### config.mk
export PLATFORM = sky130hd
export DESIGN_NAME = qtsm_prod
export DESIGN_NICKNAME = d
export VERILOG_FILES = /design/src/qtsm_pkg.sv /design/src/qtsm_prod.sv
export SDC_FILE = /design/constraint.sdc
export NUM_CORES = 2
export LEC_CHECK = 0
export BUFFER_PORTS_ARGS = -buffer_cell sky130_fd_sc_hd__buf_4
export CORE_UTILIZATION = 55
export DETAILED_ROUTE_END_ITERATION = 12
export GPL_TIMING_DRIVEN = 0
export PLACE_DENSITY = 0.77
export SYNTH_ARGS = -nofsm -noshare
export SYNTH_HDL_FRONTEND = slang
export SYNTH_SLANG_ARGS = --single-unit
export TNS_END_PERCENT = 20
### constraint.sdc
create_clock -name clk -period 0.8 [get_ports clk]
set_input_delay 0.04 -clock clk [delete_from_list [all_inputs] [get_ports clk]]
set_output_delay 0.04 -clock clk [all_outputs]
set_load 0.005 [all_outputs]
### src/qtsm_pkg.sv
// ----------------------------------------------------------------------------
// qtsm_pkg
// Shared widths, constants, pipeline word types and small arithmetic helpers
// for the quad torque saturation and mixing pipeline.
// ----------------------------------------------------------------------------
`default_nettype none

package qtsm_pkg;

	localparam int FRAC_BITS = 14;

	localparam int TORQUE_W = 16;
	localparam int DUTY_W   = 15;
	localparam int MAG_W    = TORQUE_W;
	// Sum of three magnitudes: two up to 2^15 and a yaw term up to one.
	localparam int SUM_W    = TORQUE_W + 1;
	// min(thrust, 1 - thrust) never exceeds one half.
	localparam int LIM_W    = FRAC_BITS;
	localparam int PROD_W   = MAG_W + LIM_W - 1;
	localparam int QUO_W    = LIM_W;
	localparam int MIX_W    = TORQUE_W + 3;
	localparam int NUM_AX   = 3;

	localparam int AX_ROLL  = 0;
	localparam int AX_PITCH = 1;
	localparam int AX_YAW   = 2;

	localparam logic [DUTY_W-1:0] ONE_Q           = DUTY_W'(1 << FRAC_BITS);
	localparam logic [DUTY_W-1:0] YAW_LIMIT_RESET = DUTY_W'(1311);

	typedef struct packed {
		logic [NUM_AX-1:0]            neg;
		logic [NUM_AX-1:0][MAG_W-1:0] mag;
		logic [DUTY_W-1:0]            thr;
		logic [LIM_W-1:0]             lim;
	} prep_t;

	typedef struct packed {
		logic [NUM_AX-1:0][SUM_W-1:0] rem;
		logic [NUM_AX-1:0][QUO_W-1:0] quo;
		logic [NUM_AX-1:0]            neg;
		logic [NUM_AX-1:0][MAG_W-1:0] mag;
		logic [DUTY_W-1:0]            thr;
		logic                         scaled;
		logic [SUM_W-1:0]             sum;
	} div_t;

	function automatic logic [MAG_W-1:0] mag_of(input logic signed [TORQUE_W:0] v);
		logic signed [TORQUE_W:0] a;
		a = v[TORQUE_W] ? -v : v;
		return a[MAG_W-1:0];
	endfunction

	function automatic logic signed [MAG_W:0] apply_sign(input logic neg,
			input logic [MAG_W-1:0] m);
		logic signed [MAG_W:0] e;
		e = $signed({1'b0, m});
		return neg ? -e : e;
	endfunction

	function automatic logic [DUTY_W-1:0] sat_duty(input logic signed [MIX_W-1:0] v);
		logic signed [MIX_W-1:0] one_e;
		one_e = $signed({{(MIX_W-DUTY_W){1'b0}}, ONE_Q});
		if (v < 0) begin
			return '0;
		end else if (v > one_e) begin
			return ONE_Q;
		end else begin
			return v[DUTY_W-1:0];
		end
	endfunction

endpackage

`default_nettype wire

### src/qtsm_prod.sv
// ----------------------------------------------------------------------------
// qtsm_prod
// Second stage: sums the magnitudes, decides whether scaling is needed and
// forms each magnitude times the budget as the dividend for the divider.
// ----------------------------------------------------------------------------
`default_nettype none

module qtsm_prod import qtsm_pkg::*; (
	input  logic  clk,
	input  logic  arst_n,
	input  logic  en,
	input  logic  v_s1,
	input  prep_t prep_s1,
	output logic  v_s2,
	output div_t  div_s2
);

	logic [NUM_AX-1:0][MAG_W+LIM_W-1:0] prod;
	logic [SUM_W-1:0]                   sum;
	div_t                               div_d;

	always_comb begin
		sum = SUM_W'(prep_s1.mag[AX_ROLL]) + SUM_W'(prep_s1.mag[AX_PITCH])
		    + SUM_W'(prep_s1.mag[AX_YAW]);
		div_d.neg    = prep_s1.neg;
		div_d.mag    = prep_s1.mag;
		div_d.thr    = prep_s1.thr;
		div_d.sum    = sum;
		div_d.scaled = sum > SUM_W'(prep_s1.lim);
		for (int i = 0; i < NUM_AX; i++) begin
			prod[i] = (MAG_W+LIM_W)'(prep_s1.mag[i]) * (MAG_W+LIM_W)'(prep_s1.lim);
			// The high part starts as the partial remainder, the low part is
			// shifted in one bit per divider stage.
			div_d.rem[i] = SUM_W'(prod[i][PROD_W-1:QUO_W]);
			div_d.quo[i] = prod[i][QUO_W-1:0];
		end
	end

	always_ff @(posedge clk or negedge arst_n) begin
		if (!arst_n) begin
			v_s2 <= 1'b0;
		end else if (en) begin
			v_s2 <= v_s1;
		end
	end

	always_ff @(posedge clk) begin
		if (en) begin
			div_s2 <= div_d;
		end
	end

endmodule

`default_nettype wire

==> results.yml <==
synthesis:
  syn_area_mm2: 0.0288
  synth_seq_area_share_pct: 17.9
  yosys_register_bits: 172
  ys_top_cells_by_area: "fa_1, edfxtp_1, ha_1"
  synth_cell_types: 62
  synth-edff-count: 171
  async_flop_share_pct: 0.581
  yosysTopAreaCellShare_pct: 35.4
  netlist_instances: 2920
  yosysMostFrequentCell: "inv_1"
  syn_area_per_cell_um2: 9.85
  synth.largest_area_cell: "fa_1"
  synthFlopType: "edfxtp_1"
  synth_common_cells: "inv_1, fa_1, nand2_1"
  yosysWarningCount: 0
sta:
  rsz0062_at_grt: "true"
  fmax_ghz: 0.195
  final-max-slew-violation-count: 0
  finalSetupViolCount: 272
  tightest_slew_ns: 0.990
  min_period_ns: 5.14
  relSlewSlack_pct: 34.0
  clock_skew_ns: 0
  finalCritPeriodShare_pct: 642
  hold_violations: 22
  finalHoldWorstSlack_ns: -0.0722
  fin_ws_ns: -4.34
power_and_ir_drop:
  peakVddDrop_mv: 9.13
  cellPowerDensity_mw_per_mm2: 5030
  power_uw: 193000
  leakagePower_uw: 0.0184
floorplanning:
  io_pins: 262
  core-area_mm2: 0.0515
  die-height_um: 231
  dieArea_mm2: 0.0532
  die_width_um: 231
  core.rowCount: 83
  start_util_pct: 55.8
detailed_routing:
  wl_per_cell_um: 23.1
  ant_nets: 0
  drt_pass1_iterations: 6
  wl_um: 95500
  drc: 0
  routed_via_density: 5.75
  vias: 23778
  first_iter_violations: 1946
clock_tree:
  cts_max_level: 4
  cts_made_buffers: 17
  clockBufferDepth: 2
  clock-root-buffer: "clkbuf_16"
  cts_tree: "built"
  clk_latency_ns: 0.50
  cts_sinks: 172
  path_clk_slew_ns: 0.08
global_routing:
  grt_antenna_before_repair: 6
  track_usage_pct: 35.5
  grt_pass1_vias: 24788
  grt_max_degree: 97
  grt_pass1_wl_um: 140000
  grt.overflow.total: 0
cells_and_area:
  final_util_pct: 74.3
  design_area_mm2: 0.0383
  multi_input_area_mm2: 0.0232
  seq_area_mm2: 0.00516
  syn2layout_area_growth_pct: 33.1
  nNetsFinal: 4330
  drive_above_1_share_pct: 27.4
  nFillCells: 3397
place:
  hpwl_um: 66700
  portBuffers: 243
  globalplace.congestion: 0.988
  placed_cell_area_mm2: 0.0320
worst_setup_path:
  path_max_fanout: 10
  startpoint_type: "primary input"
  cp-end-kind: "flop"
  arrival_ns: 5.40
  critPathKind: "primary input to flop"
  crit_required_ns: 1.06
min_path:
  worstHoldPathType: "primary input to flop"
run:
  maxCapViolations: 0
run_status:
  violations: "hold timing, setup timing"
  outcome: "finished with violations"
## layer usage
| metal | vias up | track usage (%) | part of all wire, % |
|---|---|---|---|
| met5 | - | 0 | 0 |
| met4 | 0 | 17.0 | 5.6 |
| met3 | 342 | 6.82 | 8.3 |
| met2 | 1211 | 59.2 | 49 |
| met1 | 12113 | 44.4 | 37 |
| li1 | 10112 | - | - |
## stage by stage
step	worst slack, ns	setup TNS [ns]	cells
detailed placement	-6.15	-501.94	3849
global route	-4.48	-361.57	4132
finish	-4.34	-346.80	4134
global placement	-6.04	-622.53	3848
floorplan	-4.44	-313.56	2925
CTS	-4.29	-360.29	4069
## area by class of cell
cell class,instances,area share (%)
inverter,570,5.59
antenna,3,0.0196
multi-input combinational,2045,60.6
clock inverter,15,0.451
clock buffer,17,1.11
sequential,172,13.5
buffer,134,4.78
timing repair buffer,498,11.7
tap,680,2.22
## state kept, by name, indices dropped and copies added, names as in the netlist
register,cells
v_s2,1
div_s2,171
## worst max-delay path: stages
cell	delay (ns)
clkbuf_8	0.17
and2_1	0.17
fa_1	0.54
inv_1	0.07
fa_1	0.53
inv_1	0.06
fa_1	0.50
fa_2	0.44
fa_1	0.50
inv_1	0.05
fa_1	0.47
inv_1	0.06
ha_4	0.26
a21o_1	0.21
nand3_1	0.16
o21ai_4	0.09
or4_4	0.52
a31oi_4	0.28
o21bai_1	0.13
xnor2_1	0.13
## timing repair
action / in CTS / in global routing
setup endpoints to repair: 368 / 373
setup buffers: 122 / 66
pin swaps: 148 / 131
endpoints found under the hold margin: 73 / 28
hold buffers: 69 / 2
gates resized for setup: 535 / 251
## logic make-up (layout without fill, tap and decap cells)
| logic type | Yosys count | count (layout) | share of synthesized area, % |
|---|---|---|---|
| AOI/OAI and AO/OA | 292 | 292 | 6.69 |
| xor gates and xnor gates | 99 | 99 | 3.02 |
| adders and majority gates | 808 | 808 | 48.5 |
| buffers and inverters | 708 | 1234 | 9.32 |
| DFF | 172 | 172 | 17.9 |
| muxes | 1 | 1 | 0.0392 |
| other | 1 | 9 | 0.0130 |
| and+or+nand+nor | 839 | 839 | 14.5 |
## cell usage in the layout, fill, tap and decap left out, types with 10 or more instances in the layout
cell type / count
clkbuf_2: 28
buf_8: 19
inv_1: 523
buf_6: 67
a21oi_1: 43
ha_1: 228
fa_1: 482
clkbuf_4: 11
nand3_1: 14
ha_4: 69
o211ai_1: 14
xor2_1: 26
inv_2: 47
nor2_1: 40
and2_1: 306
clkbuf_8: 21
a211oi_1: 10
edfxtp_1: 171
o21ai_2: 15
clkbuf_16: 57
buf_4: 343
and2_4: 34
a21oi_4: 12
o21a_1: 14
a21o_1: 48
fa_2: 27
buf_12: 18
nand2_1: 353
o21ai_0: 16
dlygate4sd3_1: 68
a21oi_2: 26
nand2_2: 10
xnor2_1: 50
xnor2_2: 18
## power breakdown
| group | internal, uW | switching [uW] |
|---|---|---|
| Clock | 4180 | 4500 |
| Sequential | 17200 | 824 |
| Combinational | 78600 | 87200 |
| Total | 100000 | 92600 |
## final timing paths
| path | startpoint | to | slack (ns) | cells after the start |
|---|---|---|---|---|
| setup / recovery | prep_s1[8] | div_s2[153] | -4.34 | 20 |
| hold / removal | en | div_s2[63] | -0.07 | 1 |
| setup reg to reg | v_s2 | v_s2 | 0.03 | 1 |
| hold reg to reg | v_s2 | v_s2 | 0.53 | 1 |
| max in group asynchronous | arst_n | v_s2 | 0.32 | 3 |
| min in group asynchronous | arst_n | v_s2 | 0.37 | 3 |
No activity file was read; power rests on OpenSTA's default activity.
