--- src/qtsm_pkg.sv ---
// ----------------------------------------------------------------------------
// qtsm_pkg
// Shared widths, constants, pipeline word types and small arithmetic helpers
// for the quad torque saturation and mixing pipeline.
// ----------------------------------------------------------------------------
`default_nettype none

package qtsm_pkg;

	localparam int FRAC_BITS = 14;

	localparam int TORQUE_W = 16;
	localparam int DUTY_W   = 15;
	localparam int MAG_W    = TORQUE_W;
	// Sum of three magnitudes: two up to 2^15 and a yaw term up to one.
	localparam int SUM_W    = TORQUE_W + 1;
	// min(thrust, 1 - thrust) never exceeds one half.
	localparam int LIM_W    = FRAC_BITS;
	localparam int PROD_W   = MAG_W + LIM_W - 1;
	localparam int QUO_W    = LIM_W;
	localparam int MIX_W    = TORQUE_W + 3;
	localparam int NUM_AX   = 3;

	localparam int AX_ROLL  = 0;
	localparam int AX_PITCH = 1;
	localparam int AX_YAW   = 2;

	localparam logic [DUTY_W-1:0] ONE_Q           = DUTY_W'(1 << FRAC_BITS);
	localparam logic [DUTY_W-1:0] YAW_LIMIT_RESET = DUTY_W'(1311);

	typedef struct packed {
		logic [NUM_AX-1:0]            neg;
		logic [NUM_AX-1:0][MAG_W-1:0] mag;
		logic [DUTY_W-1:0]            thr;
		logic [LIM_W-1:0]             lim;
	} prep_t;

	typedef struct packed {
		logic [NUM_AX-1:0][SUM_W-1:0] rem;
		logic [NUM_AX-1:0][QUO_W-1:0] quo;
		logic [NUM_AX-1:0]            neg;
		logic [NUM_AX-1:0][MAG_W-1:0] mag;
		logic [DUTY_W-1:0]            thr;
		logic                         scaled;
		logic [SUM_W-1:0]             sum;
	} div_t;

	function automatic logic [MAG_W-1:0] mag_of(input logic signed [TORQUE_W:0] v);
		logic signed [TORQUE_W:0] a;
		a = v[TORQUE_W] ? -v : v;
		return a[MAG_W-1:0];
	endfunction

	function automatic logic signed [MAG_W:0] apply_sign(input logic neg,
			input logic [MAG_W-1:0] m);
		logic signed [MAG_W:0] e;
		e = $signed({1'b0, m});
		return neg ? -e : e;
	endfunction

	function automatic logic [DUTY_W-1:0] sat_duty(input logic signed [MIX_W-1:0] v);
		logic signed [MIX_W-1:0] one_e;
		one_e = $signed({{(MIX_W-DUTY_W){1'b0}}, ONE_Q});
		if (v < 0) begin
			return '0;
		end else if (v > one_e) begin
			return ONE_Q;
		end else begin
			return v[DUTY_W-1:0];
		end
	endfunction

endpackage

`default_nettype wire

--- src/qtsm_mix.sv ---
// ----------------------------------------------------------------------------
// qtsm_mix
// Output stage: picks scaled or plain torques, restores signs, mixes the
// four X-frame motor duties with saturation and holds the result word.
// ----------------------------------------------------------------------------
`default_nettype none

module qtsm_mix import qtsm_pkg::*; (
	input  logic                       clk,
	input  logic                       arst_n,
	input  logic                       en,
	input  logic                       v_in,
	input  div_t                       div_in,
	output logic                       out_valid,
	output logic signed [TORQUE_W-1:0] roll_out,
	output logic signed [TORQUE_W-1:0] pitch_out,
	output logic signed [TORQUE_W-1:0] yaw_out,
	output logic        [DUTY_W-1:0]   motor_a,
	output logic        [DUTY_W-1:0]   motor_b,
	output logic        [DUTY_W-1:0]   motor_c,
	output logic        [DUTY_W-1:0]   motor_d,
	output logic                       was_scaled
);

	logic [NUM_AX-1:0][MAG_W-1:0] m;
	logic signed [MAG_W:0]        r_v, p_v, y_v;
	logic signed [MIX_W-1:0]      t_e, r_e, p_e, y_e;

	logic                       v_s4;
	logic signed [TORQUE_W-1:0] roll_s4, pitch_s4, yaw_s4;
	logic        [DUTY_W-1:0]   ma_s4, mb_s4, mc_s4, md_s4;
	logic                       scaled_s4;

	always_comb begin
		for (int i = 0; i < NUM_AX; i++) begin
			m[i] = div_in.scaled ? MAG_W'(div_in.quo[i]) : div_in.mag[i];
		end
		r_v = apply_sign(div_in.neg[AX_ROLL], m[AX_ROLL]);
		p_v = apply_sign(div_in.neg[AX_PITCH], m[AX_PITCH]);
		y_v = apply_sign(div_in.neg[AX_YAW], m[AX_YAW]);
		t_e = $signed({{(MIX_W-DUTY_W){1'b0}}, div_in.thr});
		r_e = MIX_W'(r_v);
		p_e = MIX_W'(p_v);
		y_e = MIX_W'(y_v);
	end

	always_ff @(posedge clk or negedge arst_n) begin
		if (!arst_n) begin
			v_s4 <= 1'b0;
		end else if (en) begin
			v_s4 <= v_in;
		end
	end

	always_ff @(posedge clk) begin
		if (en) begin
			roll_s4   <= r_v[TORQUE_W-1:0];
			pitch_s4  <= p_v[TORQUE_W-1:0];
			yaw_s4    <= y_v[TORQUE_W-1:0];
			ma_s4     <= sat_duty(t_e + r_e + p_e - y_e);
			mb_s4     <= sat_duty(t_e + r_e - p_e + y_e);
			mc_s4     <= sat_duty(t_e - r_e + p_e + y_e);
			md_s4     <= sat_duty(t_e - r_e - p_e - y_e);
			scaled_s4 <= div_in.scaled;
		end
	end

	assign out_valid  = v_s4;
	assign roll_out   = roll_s4;
	assign pitch_out  = pitch_s4;
	assign yaw_out    = yaw_s4;
	assign motor_a    = ma_s4;
	assign motor_b    = mb_s4;
	assign motor_c    = mc_s4;
	assign motor_d    = md_s4;
	assign was_scaled = scaled_s4;

endmodule

`default_nettype wire

--- config.mk ---
export PLATFORM = sky130hd
export DESIGN_NAME = qtsm_mix
export DESIGN_NICKNAME = d
export VERILOG_FILES = /design/src/qtsm_pkg.sv /design/src/qtsm_mix.sv
export SDC_FILE = /design/constraint.sdc
export NUM_CORES = 1
export LEC_CHECK = 0
export ABC_AREA = 0
export BUFFER_PORTS_ARGS = -buffer_cell sky130_fd_sc_hd__buf_2
export CAP_MARGIN = 20
export CORE_MARGIN = 5
export CORE_UTILIZATION = 56
export CTS_CLUSTER_SIZE = 12
export DETAILED_ROUTE_END_ITERATION = 16
export PLACE_DENSITY = 0.82
export SLEW_MARGIN = 20
export SYNTH_ARGS = -nofsm -noshare
export SYNTH_HDL_FRONTEND = slang
export SYNTH_SLANG_ARGS = --single-unit
--- constraint.sdc ---
create_clock -name clk -period 1.24 [get_ports clk]
set_input_delay 0.186 -clock clk [delete_from_list [all_inputs] [get_ports clk]]
set_output_delay 0.186 -clock clk [all_outputs]
set_load 0.02 [all_outputs]
==> impl_summary.log, run 1 <==
[metrics] run status: did not finish
[metrics] Fail Step: global routing
[metrics] error that ended the run: [ERROR GRT-0116] Global routing finished with congestion. Check the congestion regions in the DRC Viewer.
[metrics] mapped cell area: 12910 µm²
[metrics] flip-flop and latch count after synthesis: 110
[metrics] post-synthesis async set-or-reset flop share: 0.9091%
[metrics] share of cell area taken by muxes after synthesis: 4.040%
[metrics] top cell type's share of synthesized area: 25.34%
[metrics] global-route wire length before repair: 157.6 mm
[metrics] largest net degree at the start of global routing: 70
[metrics] Post-synth top flop: edfxtp_1
[metrics] Yosys top cell by area: edfxtp_1
[metrics] number of standard-cell rows in the floorplan: 55
[metrics] Die Ht: 161.9 µm
[metrics] input/output buffers: 222
[metrics] Ys Warns: 0
[metrics] vias in the first global route: 22.96k
[metrics] GRT Resource Usage Total: 79.46%
[metrics] cts bufs inserted: 9
[metrics] Synth Net Count: 1768
[metrics] synthesized netlist cell count: 1418
[metrics] simple-gate share of the synthesized area: 16.20%
[metrics] synth cell count leaders: inv_1 (169), edfxtp_1 (109), nor2_1 (107)
[metrics] level count of the clock H-tree: 3
[metrics] Die Span X: 161.9 µm
[metrics] part of the Yosys area used for sequential elements: 25.54%
[metrics] combinational family with the most area after synthesis: adder cells
[metrics] average cell area after synthesis: 9.108 µm²
[metrics] root buffer selected by CTS: clkbuf_16
[metrics] synthesized-area fraction occupied by xor and xnor cells: 9.155%
[metrics] synth top area cells: edfxtp_1 (25%), fa_1 (12%), ha_1 (9.1%), xnor2_1 (5.2%), inv_1 (4.9%)
[metrics] I/O pin total: 291
[metrics] compound-cell area share of the yosys netlist: 17.21%
[metrics] GRT overflow: 201
[metrics] count of flip-flops with a built-in enable after synthesis: 109
[metrics] most frequent cell after synthesis: inv_1
[metrics] total cell area at the placement stage: 19120 µm²
[metrics] Routability Congestion: 1.085
[metrics] detailed-placement wirelength estimate: 43.54 mm
[metrics] adder and majority gate portion of the synthesized area: 21.66%
[metrics] Max Root-Sink Buffers: 2
[metrics] clock sink total: 110
[metrics] number of unique standard cell types used by synthesis: 86
[metrics] initial core utilization: 56.87%
-- metrics by stage --
step	setup WS (ns)	instances	utilization (%)	TNS, ns
floorplan	-4.718	1418	-	-307.54
global placement	-4.588	2436	84.19	-318.09
detailed placement	-4.918	2436	84.19	-345.29
CTS	-4.325	2525	96.44	-278.99
-- what timing repair did --
item                                    CTS
endpoints found under the setup margin  102
pin swaps                               126
hold endpoints to repair                  1
buffers inserted                         70
hold buffers                              1
resized for setup                       392
cloned                                    5
-- cell families after synthesis --
kind of cell             count (synthesis)
buffers and inverters                  210
flip-flops                             110
adder cells (fa/ha/maj)                181
XOR/XNOR                               135
multiplexers                            51
AND/OR/NAND/NOR                        408
AO/OA/AOI/OAI                          323
-- metal layers --
metal	track usage (%)	overflow
met2	95.15	103
met3	64.12	8
met4	85.20	87
met1	77.53	2
met5	31.63	1
==> inputs of run 2 (changes only) <==
- CORE_UTILIZATION: 56 -> 40
- CTS_CLUSTER_SIZE: 12 -> not set
- PLACE_DENSITY: 0.82 -> not set
- PLACE_DENSITY_LB_ADDON: not set -> 0.15
==> run 2 against run 1 <==
The flow now finishes, with violations (negative setup slack). Synthesized cell count unchanged. Synthesized area is the same.
==> impl_summary.log, run 2 <==
[metrics] top library cells by usage in the layout, fill and taps aside: buf_4 (592), buf_2 (221), inv_1 (148)
[metrics] Pre-antenna DRT Iters: 5
[metrics] hold slack: 0.03106 ns
[metrics] post-detailed-route count of antenna-violating nets: 0
[metrics] nets@finish: 2588
[metrics] average wire per standard cell: 17.82 µm
[metrics] number of standard-cell rows in the floorplan: 65
[metrics] dpl ws: -4.854 ns
[metrics] total cell area at the placement stage: 19610 µm²
[metrics] vias in the first global route: 14.07k
[metrics] max-cap check violation count: 0
[metrics] endpoint of the worst hold-timing path: out_valid
[metrics] run status: complete, but fails checks
[metrics] combined flip-flop and latch cell area: 3298 µm²
[metrics] Post-synth top flop: edfxtp_1
[metrics] part of the Yosys area used for sequential elements: 25.54%
[metrics] worst-case clock skew: 0 ns
[metrics] setup repair after global routing missed its margin: true
[metrics] global-route wire length before repair: 72.84 mm
[metrics] WHS Path Cells: 2
[metrics] latest clock arrival within the worst-skew pair: 0.38 ns
[metrics] critical path launch point type: primary input
[metrics] clock sink total: 110
[metrics] 1st-iter DRT viols: 714
[metrics] antenna violations before repair: 1
[metrics] FMAX: 0.1838 GHz
[metrics] initial core utilization: 40.72%
[metrics] proportion of power drawn by combinational gates: 86.9%
[metrics] average vias per placed instance: 5.132
[metrics] clock transition at the register clock pins on the worst setup and hold paths after CTS: 0.08 ns
[metrics] mapped cell area: 12910 µm²
[metrics] worst min-delay path startpoint: v_in
[metrics] largest net degree at the start of global routing: 30
[metrics] Ys Warns: 0
[metrics] cts bufs inserted: 9
[metrics] flip-flop and latch count after synthesis: 110
[metrics] level count of the clock H-tree: 3
[metrics] portion of total power attributed to the clock network: 4.9%
[metrics] CORE AREA: 31720 µm²
[metrics] Die Span X: 189.7 µm
[metrics] Reg power frac: 8.2%
[metrics] overall die area: 35980 µm²
[metrics] RR Startpoint: out_valid
[metrics] synth cell count leaders: inv_1 (169), edfxtp_1 (109), nor2_1 (107)
[metrics] detailed-placement wirelength estimate: 38.03 mm
[metrics] max-slew violation count: 0
[metrics] reg2reg end: out_valid
[metrics] IR Drop Worst-Case VDD: 1.523 mV
[metrics] final number of setup-violating endpoints: 102
[metrics] synthesized netlist cell count: 1418
[metrics] finished layout cell area: 21920 µm²
[metrics] class of the worst hold path: in2reg
[metrics] I/O pin total: 291
[metrics] Routability Congestion: 0.9395
[metrics] ant diodes: 0
[metrics] Yosys top cell by area: edfxtp_1
[metrics] GRT Resource Usage Total: 25.43%
[metrics] filler cell count: 2447
[metrics] cell-internal power: 33.59 mW
[metrics] fin util: 69.12%
[metrics] Max Root-Sink Buffers: 2
[metrics] Synth Net Count: 1768
[metrics] setup slack on the worst flop-to-flop path: 0.50 ns
[metrics] input/output buffers: 222
[metrics] routed via count: 13.57k
[metrics] sum of routed wire length over all layers: 47.12 mm
[metrics] synth top area cells: edfxtp_1 (25%), fa_1 (12%), ha_1 (9.1%), xnor2_1 (5.2%), inv_1 (4.9%)
[metrics] most frequent cell after synthesis: inv_1
[metrics] maximum fanout along the worst path: 7
[metrics] final routed DRC violation total: 0
[metrics] Worst R2R Path Depth: 1
[metrics] most common cell after layout, fill and taps aside: buf_4
[metrics] total power draw: 62.56 mW
[metrics] worst-case setup margin in the final layout: -4.200 ns
[metrics] GRT overflow: 0
[metrics] Relative slew margins: 58.99%
[metrics] crit path DAT: 5.58 ns
[metrics] share of layout cells above drive strength 1: 54.17%
[metrics] root buffer selected by CTS: clkbuf_16
[metrics] Pwr per Cell Area: 2853 nW/µm²
[metrics] failing checks: negative setup slack
[metrics] top cell type's share of synthesized area: 25.34%
[metrics] Setup CP Type: in2reg
[metrics] slew at the pin with the worst max-slew slack: 0.5981 ns
[metrics] Switching Fraction: 46.30%
[metrics] number of unique standard cell types used by synthesis: 86
[metrics] switching power: 28.97 mW
[metrics] CTS tree: yes
[metrics] count of flip-flops with a built-in enable after synthesis: 109
[metrics] Die Ht: 189.7 µm
[metrics] area used by multi-input combinational logic: 11140 µm²
[metrics] P_leak: 10.07 nW
[metrics] average cell area after synthesis: 9.108 µm²
[metrics] Critical Path RT: 1.38 ns
[metrics] post-synthesis async set-or-reset flop share: 0.9091%
[metrics] Crit. End Element: flip-flop
[metrics] Hold Fails Final Rpt: 0
[metrics] area delta synth->final: 69.76%
[metrics] final clock period utilization by the worst path: 438.7%
[metrics] clock period minus final worst setup slack: 5.440 ns
-- run 2: cell counts after synthesis --
Identical to the previous run, type by type.
-- run 2: power groups by stage --
stage	clock (mW)	combinational (mW)	sequential, mW
floorplan	0	23.6	6.04
global placement	0	45.3	5.20
detailed placement	0	45.9	5.21
CTS	3.11	50.2	5.13
global route	3.24	58.5	5.19
finish	3.05	54.4	5.12
-- run 2: per-layer routing --
layer  global-route usage (%)  wire (µm)
met2                    42.46      22320
met1                    34.26      20960
met4                    9.071       1774
met5                        0          7
met3                    3.064       2056
-- run 2: kinds of logic after synthesis --
family	after synthesis	synth area share (%)
muxes	51	4.040
adders and majority gates	181	21.66
buffers and inverters	210	6.200
AOI/OAI and AO/OA	323	17.21
DFF	110	25.54
xor gates and xnor gates	135	9.155
and+or+nand+nor	408	16.20
-- run 2: worst max-delay path by stage --
stage | startpoint | to | slack, ns | cells after the start
after detailed placement | div_in[17] | motor_d[4] | -4.85 | 21
after global placement | div_in[17] | motor_b[2] | -4.68 | 26
after floorplan | div_in[17] | motor_b[3] | -4.72 | 29
final | div_in[17] | motor_b[2] | -4.20 | 26
after CTS | div_in[17] | motor_b[2] | -4.14 | 26
after global routing | div_in[17] | motor_b[2] | -4.41 | 26
-- run 2: layout make-up --
type | count | share of cell area (%)
clock buffer | 9 | 1.027
multi-input combinational | 1099 | 50.80
clock inverter | 7 | 0.3481
tap | 402 | 2.294
sequential | 110 | 15.04
timing repair buffer | 849 | 27.59
inverter | 169 | 2.893
-- run 2: stage by stage --
stage	std cells	setup TNS, ns
after detailed placement	2592	-331.59
after CTS	2634	-268.14
after global routing	2645	-287.65
after global placement	2592	-320.98
after floorplan	1418	-307.54
final	2645	-272.65
-- run 2: repair_timing --
action | CTS | global route
cloned | 2 | 1
hold buffers | 1 | 0
gates resized for setup | 203 | 129
endpoints found under the setup margin | 102 | 102
setup buffers | 25 | 14
pin swaps | 73 | 57
endpoints found under the hold margin | 1 | 0
-- run 2: critical path, cell delays in order --
cell	delay (ns)
buf_12	0.11
mux2_4	0.30
inv_2	0.07
ha_4	0.18
mux2_4	0.30
ha_4	0.22
a21o_1	0.16
a21oi_2	0.15
o21bai_1	0.10
a31o_2	0.30
a211oi_4	0.30
xor2_2	0.20
fa_1	0.45
inv_2	0.12
ha_4	0.21
a21o_1	0.16
a211o_1	0.31
a221oi_2	0.25
buf_4	0.18
a31oi_4	0.10
a2111o_1	0.45
o2111ai_2	0.09
nand4_1	0.16
o2111ai_2	0.11
buf_6	0.18
and2b_1	0.18
(Power assumes the default switching activity.)
