--- src/qtsm_pkg.sv ---
// ----------------------------------------------------------------------------
// qtsm_pkg
// Shared widths, constants, pipeline word types and small arithmetic helpers
// for the quad torque saturation and mixing pipeline.
// ----------------------------------------------------------------------------
`default_nettype none

package qtsm_pkg;

	localparam int FRAC_BITS = 14;

	localparam int TORQUE_W = 16;
	localparam int DUTY_W   = 15;
	localparam int MAG_W    = TORQUE_W;
	// Sum of three magnitudes: two up to 2^15 and a yaw term up to one.
	localparam int SUM_W    = TORQUE_W + 1;
	// min(thrust, 1 - thrust) never exceeds one half.
	localparam int LIM_W    = FRAC_BITS;
	localparam int PROD_W   = MAG_W + LIM_W - 1;
	localparam int QUO_W    = LIM_W;
	localparam int MIX_W    = TORQUE_W + 3;
	localparam int NUM_AX   = 3;

	localparam int AX_ROLL  = 0;
	localparam int AX_PITCH = 1;
	localparam int AX_YAW   = 2;

	localparam logic [DUTY_W-1:0] ONE_Q           = DUTY_W'(1 << FRAC_BITS);
	localparam logic [DUTY_W-1:0] YAW_LIMIT_RESET = DUTY_W'(1311);

	typedef struct packed {
		logic [NUM_AX-1:0]            neg;
		logic [NUM_AX-1:0][MAG_W-1:0] mag;
		logic [DUTY_W-1:0]            thr;
		logic [LIM_W-1:0]             lim;
	} prep_t;

	typedef struct packed {
		logic [NUM_AX-1:0][SUM_W-1:0] rem;
		logic [NUM_AX-1:0][QUO_W-1:0] quo;
		logic [NUM_AX-1:0]            neg;
		logic [NUM_AX-1:0][MAG_W-1:0] mag;
		logic [DUTY_W-1:0]            thr;
		logic                         scaled;
		logic [SUM_W-1:0]             sum;
	} div_t;

	function automatic logic [MAG_W-1:0] mag_of(input logic signed [TORQUE_W:0] v);
		logic signed [TORQUE_W:0] a;
		a = v[TORQUE_W] ? -v : v;
		return a[MAG_W-1:0];
	endfunction

	function automatic logic signed [MAG_W:0] apply_sign(input logic neg,
			input logic [MAG_W-1:0] m);
		logic signed [MAG_W:0] e;
		e = $signed({1'b0, m});
		return neg ? -e : e;
	endfunction

	function automatic logic [DUTY_W-1:0] sat_duty(input logic signed [MIX_W-1:0] v);
		logic signed [MIX_W-1:0] one_e;
		one_e = $signed({{(MIX_W-DUTY_W){1'b0}}, ONE_Q});
		if (v < 0) begin
			return '0;
		end else if (v > one_e) begin
			return ONE_Q;
		end else begin
			return v[DUTY_W-1:0];
		end
	endfunction

endpackage

`default_nettype wire

--- src/qtsm_div_stage.sv ---
// ----------------------------------------------------------------------------
// qtsm_div_stage
// One restoring division step for the three axes: yields one quotient bit
// per axis and carries the rest of the word along.
// ----------------------------------------------------------------------------
`default_nettype none

module qtsm_div_stage import qtsm_pkg::*; (
	input  logic clk,
	input  logic arst_n,
	input  logic en,
	input  logic v_in,
	input  div_t div_in,
	output logic v_s3,
	output div_t div_s3
);

	logic [NUM_AX-1:0][SUM_W:0] sh;
	logic [NUM_AX-1:0][SUM_W:0] diff;
	logic [NUM_AX-1:0]          ge;
	div_t                       div_d;

	always_comb begin
		div_d = div_in;
		for (int i = 0; i < NUM_AX; i++) begin
			sh[i]   = {div_in.rem[i], div_in.quo[i][QUO_W-1]};
			diff[i] = sh[i] - {1'b0, div_in.sum};
			ge[i]   = sh[i] >= {1'b0, div_in.sum};
			div_d.rem[i] = ge[i] ? diff[i][SUM_W-1:0] : sh[i][SUM_W-1:0];
			div_d.quo[i] = {div_in.quo[i][QUO_W-2:0], ge[i]};
		end
	end

	always_ff @(posedge clk or negedge arst_n) begin
		if (!arst_n) begin
			v_s3 <= 1'b0;
		end else if (en) begin
			v_s3 <= v_in;
		end
	end

	always_ff @(posedge clk) begin
		if (en) begin
			div_s3 <= div_d;
		end
	end

endmodule

`default_nettype wire

--- config.mk ---
export PLATFORM = sky130hd
export DESIGN_NAME = qtsm_div_stage
export DESIGN_NICKNAME = d
export VERILOG_FILES = /design/src/qtsm_pkg.sv /design/src/qtsm_div_stage.sv
export SDC_FILE = /design/constraint.sdc
export NUM_CORES = 1
export LEC_CHECK = 0
export BUFFER_PORTS_ARGS = -buffer_cell sky130_fd_sc_hd__buf_2
export CAP_MARGIN = 20
export CORE_ASPECT_RATIO = 1.2
export CORE_MARGIN = 8
export CORE_UTILIZATION = 25
export CTS_CLUSTER_DIAMETER = 80
export CTS_CLUSTER_SIZE = 12
export DETAILED_ROUTE_END_ITERATION = 7
export GPL_TIMING_DRIVEN = 0
export PLACE_DENSITY = 0.61
export SETUP_SLACK_MARGIN = 0.15
export SYNTH_ARGS = -nofsm -noshare
export SYNTH_HDL_FRONTEND = slang
export SYNTH_SLANG_ARGS = --single-unit
--- constraint.sdc ---
create_clock -name clk -period 0.8 [get_ports clk]
set_input_delay 0.04 -clock clk [delete_from_list [all_inputs] [get_ports clk]]
set_output_delay 0.04 -clock clk [all_outputs]
set_load 0.01 [all_outputs]
==> flow_summary.yaml, run 1 <==
global_route:
  grt_pass1_wl_um: 51100
  grtUsageTotal: 0.165
  grt_remaining_overflow: 0
  antenna_found_initial: 16
  grt_pass1_vias: 8148
  grt_max_degree: 63
placement:
  portBuffers: 358
  hpwl_um: 25500
  routabilityCongestion: 0.856
  placedInstanceArea_sq_um: 11300
  dp_cells: 1457
synth:
  synth_edf_count: 177
  async_reset_ff_frac: 0.00562
  avgSynthCellArea_sq_um: 13.8
  synthSimpleGateAreaFrac: 0.0658
  yosys_warnings: 0
  synth-xor-area-share: 0.0360
  synth_top_family_by_area: "compound AO/OA/AOI/OAI gates"
  synthesis.area_sq_um: 8760
  synth_top_cell_by_area: "edfxtp_1"
  yosys.area.top_type_share: 0.607
  ys_types: 69
  yosysSeqAreaShare: 0.609
  synth.mux.area_fraction: 0.0568
  synth_fa_ha_area_frac: 0.0797
  synth.area.top_cells: "edfxtp_1, ha_1, a21oi_1"
  synth_ff_type: "edfxtp_1"
  syn_nets: 871
  synth-compound-area-share: 0.126
  synth_cells: 636
  synth_seq_cells: 178
worst_setup_path:
  crit_path_end_kind: "flip-flop"
  critical_path_class: "input port to flip-flop"
  ff2ff_setup_slack_ps: 30
  worstReg2RegEnd: "v_s3"
  required_ps: 990
  critPathLaunchType: "input port"
  crit_fanout: 5
  critPathLaunch: "div_in[125]"
  worstReg2RegStart: "v_s3"
  r2r.worst_path.cells: 1
  crit_arrival_ps: 2410
clock_network:
  cts_buffers: 17
  tritoncts: "yes"
  clk_latency_ps: 440
  hold_buffers: 140
  clockBufferDepth: 2
  cts.sinks: 178
  clk_pin_slew_ps: 70
  htree_levels: 4
  cts_root_buf: "clkbuf_16"
finish:
  drive_gt1_frac: 0.463
  instances_no_fill: 1690
  design_area_sq_um: 14400
  syn_to_final_growth_pct: 64.7
  fin_nets: 1443
min_path:
  hold_path_end: "div_s3[171]"
  hold_start: "div_in[170]"
  hold_path_class: "input port to flip-flop"
  whs_path_depth: 2
timing:
  setup_viol_count_final: 232
  max-slew-margin-rel: 0.649
  period_share: 2.78
  fin_crit_ps: 2220
  rsz0062_at_grt: "true"
  fin_worst_skew_ps: 0
  fin_ws_ps: -1420
  max_freq_mhz: 450
  worst_slew_pin_slew_ps: 524
  whs_ps: -81.2
  drv_slew: 0
  finalHoldViolations: 93
power_and_ir_drop:
  p_sw_mw: 8.19
  p_leak_nw: 6.08
  switching_share: 0.297
  power.total_mw: 27.5
  pwr-share-clk: 0.306
  comb_power_share: 0.270
  vdd.ir_drop.worst_mv: 1.41
  power_frac_seq: 0.424
  p_per_area_nw_per_um2: 1910
  intPower_mw: 19.4
routing:
  wl_met3_um: 3140
  highest_layer: "met5"
  drc: 0
  wl_um: 34800
  dr_wl_met2_um: 18000
  wl_per_cell_um: 20.6
  post_drt_via_cell_ratio: 4.47
  wl_met1_um: 12700
  antenna_left: 0
  drt_iter0_drc: 312
  firstDrtPassIters: 4
  via_count: 7557
die:
  core-area_sq_um: 34700
  die_y_um: 221
  row_count: 75
  dieArea_sq_um: 41300
  dieWidth_um: 187
  ios: 359
  start_util: 0.252
run:
  cap_violations: 0
status:
  status: "finished with violations"
  violations: "hold timing, setup timing"
==> power groups by stage <==
stage               clock network (mW)  registers [mW]  logic (mW)
floorplan                            0            12.4        2.69
global placement                     0            11.9        5.76
detailed placement                   0            11.9        5.81
CTS                               8.81            11.7        7.38
global route                      8.96            11.8        8.03
finish                            8.42            11.7        7.43
==> state kept, by name, summed over array words and instances (netlist names) <==
register and count:
v_s3 1, div_s3 177
==> per-layer routing <==
layer,up-vias,global-route usage
met5,-,0
met4,16,0.0703
met3,54,0.0743
met2,294,0.297
met1,3575,0.163
li1,3618,-
==> kinds of logic after synthesis <==
logic type | Yosys count
AND/OR/NAND/NOR | 118
AO/OA/AOI/OAI | 161
adder cells (fa/ha/maj) | 54
XOR/XNOR | 36
multiplexers | 39
flip-flops | 178
buffers and inverters | 50
==> layout make-up <==
class	instances	area [sq um]
fill	3266	20300
sequential	178	5340
timing repair buffer	553	4030
multi-input combinational	408	3550
tap	462	578
clock buffer	17	425
inverter	30	173
clock inverter	15	161
buffer	20	154
antenna	7	17.5
==> worst max-delay path by stage <==
stage | depth (start not counted) | to | slack [ps]
final | 13 | div_s3[175] | -1420
after global routing | 12 | div_s3[175] | -1440
after CTS | 12 | div_s3[175] | -1410
after detailed placement | 12 | div_s3[135] | -2560
after global placement | 2 | v_s3 | -2850
after floorplan | 10 | div_s3[167] | -1670
==> cells in the final DEF, fill, tap and decap left out, types with 5 or more instances in the layout <==
cell type      synthesis  layout
mux2_4                17      17
edfxtp_1             177     177
nand3_1               11      11
a21oi_2                0       5
inv_1                 28      16
diode_2                0       7
a211oi_1               7       7
buf_4                  0      36
xnor2_1               17      17
dlygate4sd3_1          0     140
a21o_1                23      23
nand4_1               14      14
ha_4                   0      13
a21oi_1               51      45
clkinvlp_4             0      11
nor2_1                29      23
o21ai_0               23      17
clkbuf_2               1       6
buf_6                  1      31
buf_2                  2     333
xor2_1                19      19
buf_12                 1       8
buf_16                 0       6
o21bai_1               5       5
o21a_1                10      10
ha_1                  51      37
clkbuf_16              0      18
clkbuf_1              14       5
inv_8                  0       8
nand2_1               38      36
nor3_1                 7       7
mux2_2                18      18
==> per-stage QoR <==
stage / worst slack (ps) / setup TNS [ps] / util
CTS: -1410 / -113490 / 0.411
finish: -1420 / -106790 / 0.416
floorplan: -1670 / -80960 / -
global route: -1440 / -118600 / 0.415
detailed placement: -2560 / -191200 / 0.324
global placement: -2850 / -596510 / 0.323
==> Yosys cell counts, types with 4 or more instances <==
library cell,n
mux2i_1,4
xnor2_1,17
a211oi_1,7
o211ai_1,4
a21o_1,23
edfxtp_1,177
ha_1,51
nor3_1,7
inv_1,28
xor2_1,19
o21bai_1,5
nand3_1,11
o21ai_0,23
nor2_1,29
o21a_1,10
clkbuf_1,14
a21oi_1,51
nand4_1,14
mux2_2,18
nand2_1,38
mux2_4,17
==> critical path, stage by stage <==
cell and delay [ps]:
buf_6 110, inv_8 40, ha_4 120, inv_2 40, fa_2 380, a21o_1 190, nor2b_4 130, or4b_4 530
a21oi_4 160, a22o_4 190, inv_8 50, buf_12 130, mux2_4 300
==> timing repair <==
item                                   CTS  global route
buffers inserted                        42             5
cloned                                   6             1
setup endpoints to repair              351           322
resized for setup                      128            25
pin swaps                               24             9
endpoints found under the hold margin  207            93
No activity file was read; power rests on OpenSTA's default activity.
==> run 2: changes to the inputs <==
--- a/config.mk
+++ b/config.mk
@@ -7,7 +7,7 @@
 export LEC_CHECK = 0
 export BUFFER_PORTS_ARGS = -buffer_cell sky130_fd_sc_hd__buf_2
 export CAP_MARGIN = 20
-export CORE_ASPECT_RATIO = 1.2
+export CORE_ASPECT_RATIO = 0.7
 export CORE_MARGIN = 8
 export CORE_UTILIZATION = 25
 export CTS_CLUSTER_DIAMETER = 80
@@ -15,7 +15,7 @@
 export DETAILED_ROUTE_END_ITERATION = 7
 export GPL_TIMING_DRIVEN = 0
 export PLACE_DENSITY = 0.61
-export SETUP_SLACK_MARGIN = 0.15
+export SETUP_SLACK_MARGIN = 0.02
 export SYNTH_ARGS = -nofsm -noshare
 export SYNTH_HDL_FRONTEND = slang
 export SYNTH_SLANG_ARGS = --single-unit
==> run 2 against run 1 <==
Compared with the run above:
- the flow still finishes with violations (hold timing, setup timing)
- first-iteration DRC count grew 32%
- clock skew unchanged
- power up 3.8%
- core utilization rose by 2.1 points
- non-clock buffer count grew 32
- maximum frequency is 1.1% higher
- cell count rose by 2.2%
- sequential share of layout area is 1.6 points lower
- routed wire length fell by 3.4%
- global-route usage is 1.2 points lower
- final area grew 4.6%
- sequential power barely moved
==> flow_summary.yaml, run 2 (synthesis gave the netlist of run 1 again) <==
status:
  status: "finished with violations"
  violations: "hold timing, setup timing"
routing:
  drc: 0
  wl_per_cell_um: 19.5
  antenna_left: 0
  wl_um: 33600
  drt_iter0_drc: 411
  firstDrtPassIters: 5
  via_count: 7844
  post_drt_via_cell_ratio: 4.54
finish:
  instances_no_fill: 1728
  final_common_cell: "buf_2"
  drive_gt1_frac: 0.484
  largest_register_ff_count: 177
  multiInputGateArea_sq_um: 3760
  fin_nets: 1476
  largest_register: "div_s3"
  regArea_sq_um: 5340
  syn_to_final_growth_pct: 72.2
  design_area_sq_um: 15100
  layout_common_cells: "buf_2, edfxtp_1, dlygate4sd3_1"
  post-route-util: 0.436
  largest_registers: "div_s3: 177 flops, v_s3: 1 flops"
  fill_cells: 3192
clock_network:
  cts.sinks: 178
  tritoncts: "yes"
  clockBufferDepth: 2
  htree_levels: 4
  cts_buffers: 17
  hold_buffers: 169
  clk_latency_ps: 440
  cts_root_buf: "clkbuf_16"
  clk_pin_slew_ps: 80
worst_setup_path:
  crit_fanout: 4
  critPathLaunchType: "input port"
  required_ps: 1010
  crit_arrival_ps: 2410
  critical_path_class: "input port to flip-flop"
  r2r.worst_path.cells: 1
  worstReg2RegEnd: "v_s3"
  ff2ff_setup_slack_ps: 30
  worstReg2RegStart: "v_s3"
  crit_path_end_kind: "flip-flop"
placement:
  place_ws_ps: -2460
  dp_cells: 1467
  hpwl_um: 23700
  placedInstanceArea_sq_um: 11300
  routabilityCongestion: 0.886
  portBuffers: 358
die:
  ios: 359
  dieArea_sq_um: 41400
  dieWidth_um: 240
  core-area_sq_um: 34600
  die_y_um: 173
  row_count: 57
  start_util: 0.253
timing:
  fin_worst_skew_ps: 0
  setup_viol_count_final: 232
  max-slew-margin-rel: 0.646
  finalHoldViolations: 6
  rsz0062_at_grt: "true"
  max_freq_mhz: 455
  setup-tns-final_ps: -105090
  period_share: 2.75
  fin_ws_ps: -1400
  fin_crit_ps: 2200
  whs_ps: -22.9
  worst_slew_pin_slew_ps: 530
  drv_slew: 0
global_route:
  grt_max_degree: 83
  grt_pass1_wl_um: 48500
  grt_remaining_overflow: 0
  grtUsageTotal: 0.154
  grt_pass1_vias: 8157
  antenna_found_initial: 9
min_path:
  whs_path_depth: 2
  hold_start: "div_in[145]"
  hold_path_class: "input port to flip-flop"
  hold_path_end: "div_s3[146]"
power_and_ir_drop:
  p_leak_nw: 6.29
  vdd.ir_drop.worst_mv: 1.29
  p_per_area_nw_per_um2: 1890
  power.total_mw: 28.6
run:
  cap_violations: 0
## run 2: changes by cell type in the layout (fill, tap and decap cells not counted), moves of 5 or more
cell,before,now
clkbuf_2,6,0
dlygate4sd3_1,140,169
ha_2,1,8
ha_1,37,26
nor2_1,23,18
diode_2,7,2
buf_4,36,45
## run 2: power by group
part | total, mW | internal [mW] | switching, mW | leakage (nW)
logic | 7.86 | 4.03 | 3.83 | 4.24
registers | 11.7 | 11.4 | 0.270 | 1.74
clock network | 9.03 | 4.82 | 4.21 | 0.307
## run 2: critical path: stages
cell	delay, ps
buf_2	110
clkinvlp_4	150
ha_1	370
a21o_1	260
a31oi_1	250
o21ai_0	120
a2111o_1	440
buf_6	160
buf_6	130
buf_4	120
mux2_2	250
## run 2: what timing repair did
action / CTS / global route
buffers inserted: 42 / 21
pin swaps: 18 / 22
endpoints found under the hold margin: 172 / 54
gates cloned: 4 / 4
resized for setup: 115 / 72
setup endpoints to repair: 330 / 282
## run 2: area by class of cell
type,count,area share
multi-input combinational,408,0.249
timing repair inverter,1,0.000580
timing repair buffer,597,0.295
clock buffer,17,0.0282
antenna,2,0.000332
sequential,178,0.354
tap,472,0.0391
clock inverter,15,0.0141
inverter,30,0.0124
buffer,8,0.00754
## run 2: metal layers
metal  global-route usage  share of wire
met5                    0         0.0014
met4               0.0368          0.019
met3               0.0513          0.076
met2                0.273           0.50
met1                0.177           0.40
## run 2: how the worst max path moves through the flow
stage / start / endpoint / slack, ps / cells after the start
CTS: div_in[125] / div_s3[175] / -1370 / 13
floorplan: div_in[1] / div_s3[167] / -1670 / 10
detailed placement: div_in[0] / div_s3[136] / -2460 / 12
finish: div_in[11] / div_s3[149] / -1400 / 11
global placement: en / v_s3 / -2870 / 2
global route: div_in[1] / div_s3[149] / -1440 / 13
==> run 3: changes to the inputs <==
--- a/config.mk
+++ b/config.mk
@@ -5,17 +5,19 @@
 export SDC_FILE = /design/constraint.sdc
 export NUM_CORES = 1
 export LEC_CHECK = 0
+export ABC_CLOCK_PERIOD_IN_PS = 800
 export BUFFER_PORTS_ARGS = -buffer_cell sky130_fd_sc_hd__buf_2
 export CAP_MARGIN = 20
 export CORE_ASPECT_RATIO = 0.7
 export CORE_MARGIN = 8
-export CORE_UTILIZATION = 25
+export CORE_UTILIZATION = 44
 export CTS_CLUSTER_DIAMETER = 80
 export CTS_CLUSTER_SIZE = 12
 export DETAILED_ROUTE_END_ITERATION = 7
 export GPL_TIMING_DRIVEN = 0
-export PLACE_DENSITY = 0.61
+export PLACE_DENSITY = 0.89
 export SETUP_SLACK_MARGIN = 0.02
+export SKIP_CTS_REPAIR_TIMING = 1
 export SYNTH_ARGS = -nofsm -noshare
 export SYNTH_HDL_FRONTEND = slang
 export SYNTH_SLANG_ARGS = --single-unit
==> run 3 against run 2 <==
Compared with the run above:
- the flow still finishes with violations (hold timing, setup timing)
- clock power decreased by 7.8%
- worst hold slack got worse by 26 ps
- core utilization increased by 27 points
- critical path depth unchanged
- non-clock buffer count decreased by 45
- global-route usage increased by 5.3 points
- critical path type unchanged
- critical endpoint is now div_s3[167]
- largest power group unchanged
==> flow_summary.yaml, run 3 (synthesis gave the netlist of run 1 again) <==
routing:
  firstDrtPassIters: 5
  via_count: 7734
  wl_um: 31600
  drt_iter0_drc: 774
  post_drt_via_cell_ratio: 5.23
  drc: 0
  wl_per_cell_um: 21.4
  antenna_left: 0
timing:
  fin_worst_skew_ps: 0
  drv_slew: 0
  max-slew-margin-rel: 0.559
  whs_ps: -48.5
  setup_viol_count_final: 232
  finalHoldViolations: 13
  setup-tns-final_ps: -105290
  worst_slew_pin_slew_ps: 657
  max_freq_mhz: 437
  period_share: 2.86
  fin_ws_ps: -1490
  fin_crit_ps: 2290
  rsz0062_at_grt: "true"
worst_setup_path:
  required_ps: 970
  ff2ff_setup_slack_ps: 40
  critical_path_class: "input port to flip-flop"
  critPathLaunch: "div_in[3]"
  worstReg2RegStart: "v_s3"
  crit_path_end_kind: "flip-flop"
  crit_fanout: 5
  crit_arrival_ps: 2460
  critPathLaunchType: "input port"
clock_network:
  cts.sinks: 178
  clk_pin_slew_ps: 70
  clockBufferDepth: 2
  cts_root_buf: "clkbuf_16"
  tritoncts: "yes"
  cts_buffers: 17
  clk_latency_ps: 420
  htree_levels: 4
finish:
  largest_registers: "div_s3: 177 flops, v_s3: 1 flops"
  drive_gt1_frac: 0.439
  final_common_cell: "buf_2"
  fin_nets: 1430
  syn_to_final_growth_pct: 58.0
  instances_no_fill: 1480
  largest_register_ff_count: 177
  largest_register: "div_s3"
  fill_cells: 1324
  layout_common_cells: "buf_2, edfxtp_1, dlygate4sd3_1"
placement:
  dp_cells: 1265
  place_ws_ps: -2420
  hpwl_um: 21700
  routabilityCongestion: 0.965
  portBuffers: 358
die:
  start_util: 0.445
  ios: 359
  die_y_um: 134
  core-area_sq_um: 19700
  dieWidth_um: 185
  row_count: 43
  dieArea_sq_um: 24800
min_path:
  hold_start: "div_in[157]"
  hold_path_class: "input port to flip-flop"
run:
  cap_violations: 0
status:
  status: "finished with violations"
  violations: "hold timing, setup timing"
global_route:
  grtUsageTotal: 0.206
  grt_remaining_overflow: 0
  grt_max_degree: 122
  grt_pass1_vias: 6877
  grt_pass1_wl_um: 38500
  antenna_found_initial: 3
power_and_ir_drop:
  p_leak_nw: 5.94
  vdd.ir_drop.worst_mv: 1.26
  p_per_area_nw_per_um2: 1960
==> run 3: changes by cell type in the layout (fill, tap and decap cells not counted), moves of 5 or more <==
cell	delta
clkinvlp_4	-5
buf_2	+14
a21oi_1	+5
buf_6	-22
nor2_1	+7
buf_12	-5
ha_4	-8
ha_2	-5
buf_4	-21
ha_1	+13
nand2_1	+5
dlygate4sd3_1	-19
nor2_4	-5
clkbuf_1	+8
==> run 3: final timing paths <==
kind / endpoint / cells after the start
worst max-delay path: div_s3[167] / 11
worst min-delay path: div_s3[158] / 2
worst max register to register: v_s3 / 1
worst min register to register: v_s3 / 1
max in group asynchronous: v_s3 / 3
min in group asynchronous: v_s3 / 3
==> run 3: cell type report <==
class                   count  area, sq um  area share
inverters                  30          166      0.0120
clock buffers              17          425      0.0307
flip-flops and latches    178         5340       0.386
repair buffers            545         3800       0.275
multi-input cells         408         3480       0.252
well taps                 270          338      0.0244
plain buffers              15          120     0.00868
diodes                      2         5.00    0.000362
clock inverters            15          163      0.0118
==> run 3: critical path, cell delays in order <==
cell and delay (ps):
buf_2 110, inv_1 240, ha_1 340, nand4_1 230
nor2b_4 80, or4b_4 530, a21oi_4 180, a22o_4 210
inv_8 50, clkbuf_16 150, mux2_4 290
==> run 3: power by group <==
part | switching [mW] | internal (mW)
clock | 4.11 | 4.22
combinational | 3.58 | 3.45
sequential | 0.300 | 11.4
==> run 3: metrics by stage <==
step,cell area (sq um),power [mW],utilization
detailed placement,11000,17.5,0.559
global placement,11000,17.4,0.557
finish,13800,27.1,0.703
global route,13800,28.1,0.703
floorplan,8840,15.1,-
CTS,11600,25.8,0.589
==> run 3: per-layer routing <==
metal,routed length [um],global-route usage,vias up
met2,15600,0.341,416
met1,11900,0.246,3679
met5,12,0,-
li1,-,-,3594
met4,664,0.0683,2
met3,3460,0.0773,43
